<file path="src/rtl/gb3_pkg.sv">
// Shared types, constants and kernel arithmetic of the 3x3 blur stream block.
// No dependencies.
`timescale 1ns / 1ps

package gb3_pkg;

    localparam int PIX_W       = 8;
    localparam int ROW_W       = 10;
    localparam int COL_OUT_W   = 10;
    localparam int CFG_W       = 11;
    localparam int CFG_IDX_W   = 1;
    localparam int VSUM_W      = 10;
    localparam int HSUM_W      = 12;
    localparam int RES_N       = 4;

    localparam int MAX_WIDTH_DEF = 1024;
    localparam int MAX_HEIGHT    = 1024;
    localparam int MIN_WIDTH     = 3;
    localparam int MIN_HEIGHT    = 2;
    localparam int RESET_WIDTH   = 1000;
    localparam int RESET_HEIGHT  = 1000;

    localparam logic [CFG_IDX_W-1:0] REG_IMAGE_WIDTH  = 1'd0;
    localparam logic [CFG_IDX_W-1:0] REG_IMAGE_HEIGHT = 1'd1;

    typedef logic [PIX_W-1:0] pixel_t;

    typedef struct packed {
        pixel_t top;
        pixel_t mid;
        pixel_t bot;
    } column_t;

    typedef struct packed {
        logic r_ge1;
        logic r_le1;
        logic r_last;
        logic c_ge1;
        logic c_last;
        logic c_one;
    } pos_flags_t;

    typedef struct packed {
        pixel_t                 pixel;
        logic [ROW_W-1:0]       row;
        logic [COL_OUT_W-1:0]   col;
    } result_t;

    function automatic logic [VSUM_W-1:0] vsum_mid(column_t c);
        vsum_mid = VSUM_W'(c.top) + (VSUM_W'(c.mid) << 1) + VSUM_W'(c.bot);
    endfunction

    function automatic logic [VSUM_W-1:0] vsum_bot(column_t c);
        vsum_bot = VSUM_W'(c.mid) + VSUM_W'(c.bot) + (VSUM_W'(c.bot) << 1);
    endfunction

    function automatic pixel_t blur(logic [VSUM_W-1:0] l, logic [VSUM_W-1:0] m,
                                    logic [VSUM_W-1:0] r);
        logic [HSUM_W-1:0] s;
        s = HSUM_W'(l) + (HSUM_W'(m) << 1) + HSUM_W'(r) + HSUM_W'(8);
        blur = s[HSUM_W-1:4];
    endfunction

endpackage

</file>
<file path="src/rtl/gb3_window.sv">
// 3x3 window columns and the 1-2-1 kernel for the four possible results of an item.
// Depends on gb3_pkg.
`timescale 1ns / 1ps

module gb3_window (
    input  logic                                   clk,
    input  logic                                   rst_n,
    input  logic                                   advance,
    input  gb3_pkg::column_t                       new_col,
    input  logic                                   left_edge,
    output gb3_pkg::pixel_t [gb3_pkg::RES_N-1:0]   pix
);

    gb3_pkg::column_t win_a_reg;
    gb3_pkg::column_t win_b_reg;

    logic [gb3_pkg::VSUM_W-1:0] vm0, vm1, vm2;
    logic [gb3_pkg::VSUM_W-1:0] vb0, vb1, vb2;

    always_ff @(posedge clk or negedge rst_n)
    begin
        if (!rst_n)
        begin
            win_a_reg <= '0;
            win_b_reg <= '0;
        end
        else if (advance)
        begin
            win_a_reg <= win_b_reg;
            win_b_reg <= new_col;
        end
    end

    always_comb
    begin
        vm0 = gb3_pkg::vsum_mid(win_a_reg);
        vm1 = gb3_pkg::vsum_mid(win_b_reg);
        vm2 = gb3_pkg::vsum_mid(new_col);
        vb0 = gb3_pkg::vsum_bot(win_a_reg);
        vb1 = gb3_pkg::vsum_bot(win_b_reg);
        vb2 = gb3_pkg::vsum_bot(new_col);
        // previous column: replicate center at the left edge
        pix[0] = gb3_pkg::blur(left_edge ? vm1 : vm0, vm1, vm2);
        pix[1] = gb3_pkg::blur(left_edge ? vb1 : vb0, vb1, vb2);
        // current column at the right edge: replicate center
        pix[2] = gb3_pkg::blur(vm1, vm2, vm2);
        pix[3] = gb3_pkg::blur(vb1, vb2, vb2);
    end

endmodule

</file>
<file path="config.mk">
export PLATFORM = sky130hd
export DESIGN_NAME = gb3_window
export DESIGN_NICKNAME = d
export VERILOG_FILES = /design/src/rtl/gb3_pkg.sv /design/src/rtl/gb3_window.sv
export SDC_FILE = /design/constraint.sdc
export NUM_CORES = 1
export LEC_CHECK = 0
export BUFFER_PORTS_ARGS = -buffer_cell sky130_fd_sc_hd__buf_4
export CORE_MARGIN = 2
export CORE_UTILIZATION = 40
export CTS_CLUSTER_DIAMETER = 40
export CTS_CLUSTER_SIZE = 25
export DETAILED_ROUTE_END_ITERATION = 10
export HOLD_SLACK_MARGIN = 0.15
export PLACE_DENSITY = 0.63
export SLEW_MARGIN = 20
export SYNTH_ARGS = -nofsm -noshare
export SYNTH_HDL_FRONTEND = slang
export SYNTH_SLANG_ARGS = --single-unit
</file>
<file path="constraint.sdc">
create_clock -name clk -period 5.4 [get_ports clk]
set_input_delay 0.27 -clock clk [delete_from_list [all_inputs] [get_ports clk]]
set_output_delay 0.27 -clock clk [all_outputs]
set_load 0.005 [all_outputs]
</file>
# Word-level counts from Yosys, hierarchy flattened
# Cells that the tools add are included.
# Widths: inputs -> output; s select.
dict set report word_totals {
  ff_bits 48
  input_bits 28
  out_inout_bits 32
  elab_cells 32
}
dict set report classes {
  addsub 24
  mux 2
}
# cell n
set ops {}
lappend ops {{$add 10x11->12} 4}
lappend ops {{$add 12x10->12} 4}
lappend ops {{$add 12x4->12 const B} 4}
lappend ops {{$add 10x8->10} 3}
lappend ops {{$add 8x9->10} 3}
lappend ops {{$add 9x9->10} 3}
lappend ops {{$add 8x8->9} 3}
lappend ops {{$mux 10} 2}

# Logic depth before layout (Yosys ltp)
dict set report logic_depth {
  depth_word 6
  ltp_mapped 24
  ltp_nobuf 24
}

# Worst setup path after synthesis
# Ideal clock, no wire load.
dict set report synth_timing {
  path_kind {flip-flop to output port}
  startpoint {reg win_b_reg[1] (netlist bit)}
  endpoint {out pix[7] (netlist bit)}
  t_arrival_ns 4.761
  required_time_ns 5.130
  slack_ns 0.369
  stages_incl_launch_ff 22
  n_path_buf 0
  cell_sequence {dfrtp_1 > inv_1 > fa_1 > inv_1 > ha_1 > fa_1 > a21o_1 > a21oi_1 > o21bai_1 > a2111oi_0 > nor3_1 > mux2i_1 > o21ai_0 > fa_1 > ha_1 > ha_1 > and3_1 > nand2_1 > nand2_1 > a21oi_1 > a21oi_1 > nor3_1}
}
# item line
set synth_lines {}
lappend synth_lines {{from (decl)} gb3_window.sv:15} ;# gb3_pkg::column_t win_b_reg;
lappend synth_lines {{from (signal assigned)} gb3_window.sv:30} ;# win_b_reg <= new_col;
lappend synth_lines {{to (decl)} gb3_window.sv:11} ;# output gb3_pkg::pixel_t [gb3_pkg::RES_N-1:0] pix

==> flow_summary.rst <==
.. list-table::
   :header-rows: 1

   * - Metric
     - Value
   * - Wire length of the first global-routing pass
     - 28.7 mm
   * - Critical Path AT
     - 4.95 ns
   * - Pin count of the biggest net entering global routing
     - 59
   * - Post-Layout Cell Count
     - 1081
   * - Critical path endpoint category
     - output pin
   * - Status
     - finished, final reports clean
   * - Area of all sequential standard cells
     - 1200 µm²
   * - Routed wire length
     - 18.0 mm
   * - Final Hold Vio Count
     - 0
   * - Timing-limited maximum frequency
     - 192 MHz
   * - Net count of the mapped netlist
     - 995
   * - Vias in the first global route
     - 5454
   * - Gp weighted congestion
     - 0.874
   * - Worst Hold Endpoint
     - win_b_reg[17]
   * - Min-Delay Path Depth
     - 3
   * - Number of DRC markers in iteration 0
     - 263
   * - Number of filler cells placed in the layout
     - 1748
   * - Max Root-Sink Buffers
     - 2
   * - Core area
     - 18600 µm²
   * - Latest clock arrival within the worst-skew pair
     - 0.29 ns
   * - Standard-cell row count
     - 50
   * - Yosys warning total
     - 0
   * - Area overhead of the layout relative to synthesis
     - 19.0%
   * - Count of inserted antenna diode cells
     - 0
   * - Share of the clock period used by the worst path after layout
     - 96.7%
   * - Transition time at the pin with the least slew margin
     - 0.700 ns
   * - Global route overflow
     - 0
   * - Endpoint required time on the critical path
     - 5.13 ns
   * - Clock tree skew after final layout
     - 0.00821 ns
   * - Kind of critical path
     - reg2out
   * - Number of H-tree levels
     - 2
   * - Reg2Reg Launch Point
     - win_b_reg[6]
   * - Main flop type after synthesis
     - sky130_fd_sc_hd__dfrtp_1
   * - Final core utilization
     - 48.1%
   * - CTS tree
     - built
   * - Leading area contributor after synthesis
     - sky130_fd_sc_hd__ha_1
   * - Number of placed cells counting well taps
     - 1063
   * - Area share of the largest cell type after synthesis
     - 21.8%
   * - Number of I/O pins
     - 60
   * - FF-to-FF setup slack
     - 4.49 ns
   * - DR DRC count
     - 0
   * - Inserted Clock Buffers
     - 5
   * - Effective utilization at floorplan
     - 40.4%
   * - Count of state elements after synthesis
     - 48
   * - Area of the mapped netlist
     - 7510 µm²
   * - Worst min path class
     - in2reg
   * - Post-synth EDFFs
     - 0
   * - Vertical extent of the die
     - 141 µm
   * - Port Buffer Count
     - 59
   * - Sum of negative setup slack
     - 0 ns
   * - Clock edge transition at the registers on the reported setup and hold paths
     - 0.07 ns
   * - Wire length per cell
     - 16.7 µm
   * - Gate Count Post-Synth
     - 763
   * - Syn_area_per_cell
     - 9.85 µm²
   * - CTS Root Buffer Type
     - sky130_fd_sc_hd__clkbuf_16
   * - Worst-case reg-to-reg path depth
     - 1
   * - Total die area
     - 19900 µm²
   * - First-pass DRT Iterations
     - 4
   * - Average vias per placed instance
     - 5.14
   * - Type of element launching the critical path
     - register
   * - Placed wire-length estimate
     - 14.7 mm
   * - Final antenna-violating net count
     - 0
   * - Post-synth cell types
     - 52
   * - Largest cells by area after synthesis
     - sky130_fd_sc_hd__ha_1, sky130_fd_sc_hd__fa_1, sky130_fd_sc_hd__dfrtp_1, sky130_fd_sc_hd__mux2_2, sky130_fd_sc_hd__inv_1
   * - Number of pins exceeding their max-slew limit in the final report
     - 0
   * - Overall track demand over capacity in global routing
     - 18.3%
   * - Fraction of final layout cells sized beyond drive strength 1
     - 24.8%
   * - Terminus of the critical flop-to-flop path
     - win_a_reg[6]
   * - Time the final worst path needs with I/O delays and setup
     - 5.22 ns
   * - Count of vias placed by the detailed router
     - 5556
   * - Largest fanout on the critical path
     - 4
   * - Hold path start
     - new_col[17]
   * - Die X-Extent
     - 141 µm
   * - Share of synthesized area occupied by flip-flops and latches
     - 16.0%
   * - Commonest non-fill, non-tap cell in the layout
     - sky130_fd_sc_hd__ha_1
   * - Multi-input logic area
     - 6250 µm²
   * - Antenna violations before repair
     - 0
   * - Rel. slew slack
     - 53.3%
   * - Count of endpoints failing setup in the final report
     - 0
   * - Count of nets after finishing
     - 1078
   * - Share of synthesized flip-flops with an asynchronous set or reset
     - 100%
   * - Max-cap check violation count
     - 0
   * - Clock Sink Count
     - 48
   * - Commonest cells after routing, fill and taps aside
     - sky130_fd_sc_hd__ha_1, sky130_fd_sc_hd__inv_1, sky130_fd_sc_hd__buf_4
[worst max-delay path, stage by stage, from the launching register on]
cell	delay (ns)
sky130_fd_sc_hd__dfrtp_1	0.37
sky130_fd_sc_hd__inv_1	0.08
sky130_fd_sc_hd__fa_1	0.53
sky130_fd_sc_hd__inv_1	0.04
sky130_fd_sc_hd__ha_1	0.22
sky130_fd_sc_hd__inv_1	0.10
sky130_fd_sc_hd__fa_2	0.22
sky130_fd_sc_hd__inv_1	0.04
sky130_fd_sc_hd__a21o_1	0.20
sky130_fd_sc_hd__a21oi_4	0.20
sky130_fd_sc_hd__o21bai_1	0.09
sky130_fd_sc_hd__a21o_1	0.21
sky130_fd_sc_hd__a2111oi_2	0.36
sky130_fd_sc_hd__buf_4	0.18
sky130_fd_sc_hd__a211oi_2	0.05
sky130_fd_sc_hd__fa_1	0.58
sky130_fd_sc_hd__ha_4	0.23
sky130_fd_sc_hd__ha_4	0.26
sky130_fd_sc_hd__o31a_1	0.29
sky130_fd_sc_hd__a31oi_1	0.17
sky130_fd_sc_hd__a221oi_1	0.09
sky130_fd_sc_hd__buf_4	0.15
[per-layer routing]
layer  vias up  wire [µm]  GRT usage, %  share of wire (%)
met4         0        231          3.00                1.3
met2        74       8680          29.9                 48
li1       2796          -             -                  -
met5         -          0             0                  0
met3        17        526          2.34                2.9
met1      2669       8570          26.4                 48
[kinds of logic (layout without fill, tap and decap cells)]
kind of cell / Yosys count / after routing / synth area share, %
AOI/OAI and AO/OA: 157 / 157 / 13.4
and+or+nand+nor: 123 / 123 / 8.16
DFF: 48 / 48 / 16.0
muxes: 45 / 45 / 6.71
buffers and inverters: 113 / 197 / 5.85
xor gates and xnor gates: 72 / 72 / 8.49
adders and majority gates: 205 / 205 / 41.4
[cells in the mapped netlist, drive strengths merged (4+ instances only)]
| cell type | n |
|---|---|
| ha | 131 |
| dfrtp | 48 |
| o21a | 5 |
| buf | 5 |
| or3 | 4 |
| o21bai | 9 |
| a21oi | 51 |
| nand2b | 6 |
| nor2b | 6 |
| nand2 | 34 |
| nor3 | 16 |
| nor2 | 34 |
| and4 | 4 |
| o21ai | 34 |
| mux2 | 43 |
| inv | 101 |
| xor2 | 32 |
| clkbuf | 7 |
| xnor2 | 40 |
| fa | 73 |
| nand4 | 6 |
| a21o | 32 |
| a211oi | 6 |
[worst max path at each step]
stage	from	endpoint	slack, ns	cells past startpoint
after floorplan	win_b_reg[1]	pix[7]	0.37	21
after global placement	win_b_reg[0]	pix[31]	0.12	21
after detailed placement	win_b_reg[0]	pix[31]	0.07	21
after CTS	win_b_reg[1]	pix[31]	0.005	19
after global routing	win_a_reg[0]	pix[15]	-0.06	22
final	win_a_reg[0]	pix[13]	0.18	21
[per-stage QoR]
step	setup WS, ns	area [µm²]	hold slack, ns
after CTS	0.00523	8590	0.181
after detailed placement	0.0729	8330	0.336
final	0.179	8940	0.186
after global routing	-0.0571	8940	0.211
after global placement	0.123	8330	0.329
after floorplan	0.369	7510	-0.0256
[what timing repair did]
item                                    CTS  global route
hold endpoints to repair                 48             0
pin swaps                                 7            30
buffers inserted                          3             6
hold buffers                              1             0
endpoints found under the setup margin   12            15
gates resized for setup                  17            61
[cell type report]
cell class,instances,area share [%]
multi-input combinational,602,69.9
sequential,48,13.4
timing repair buffer,88,7.42
inverter,101,4.24
tap,234,3.27
clock buffer,6,1.55
clock inverter,2,0.168
Power is not shown: default switching activity piles up to over one toggle a cycle in this logic, so the estimate is an artifact.
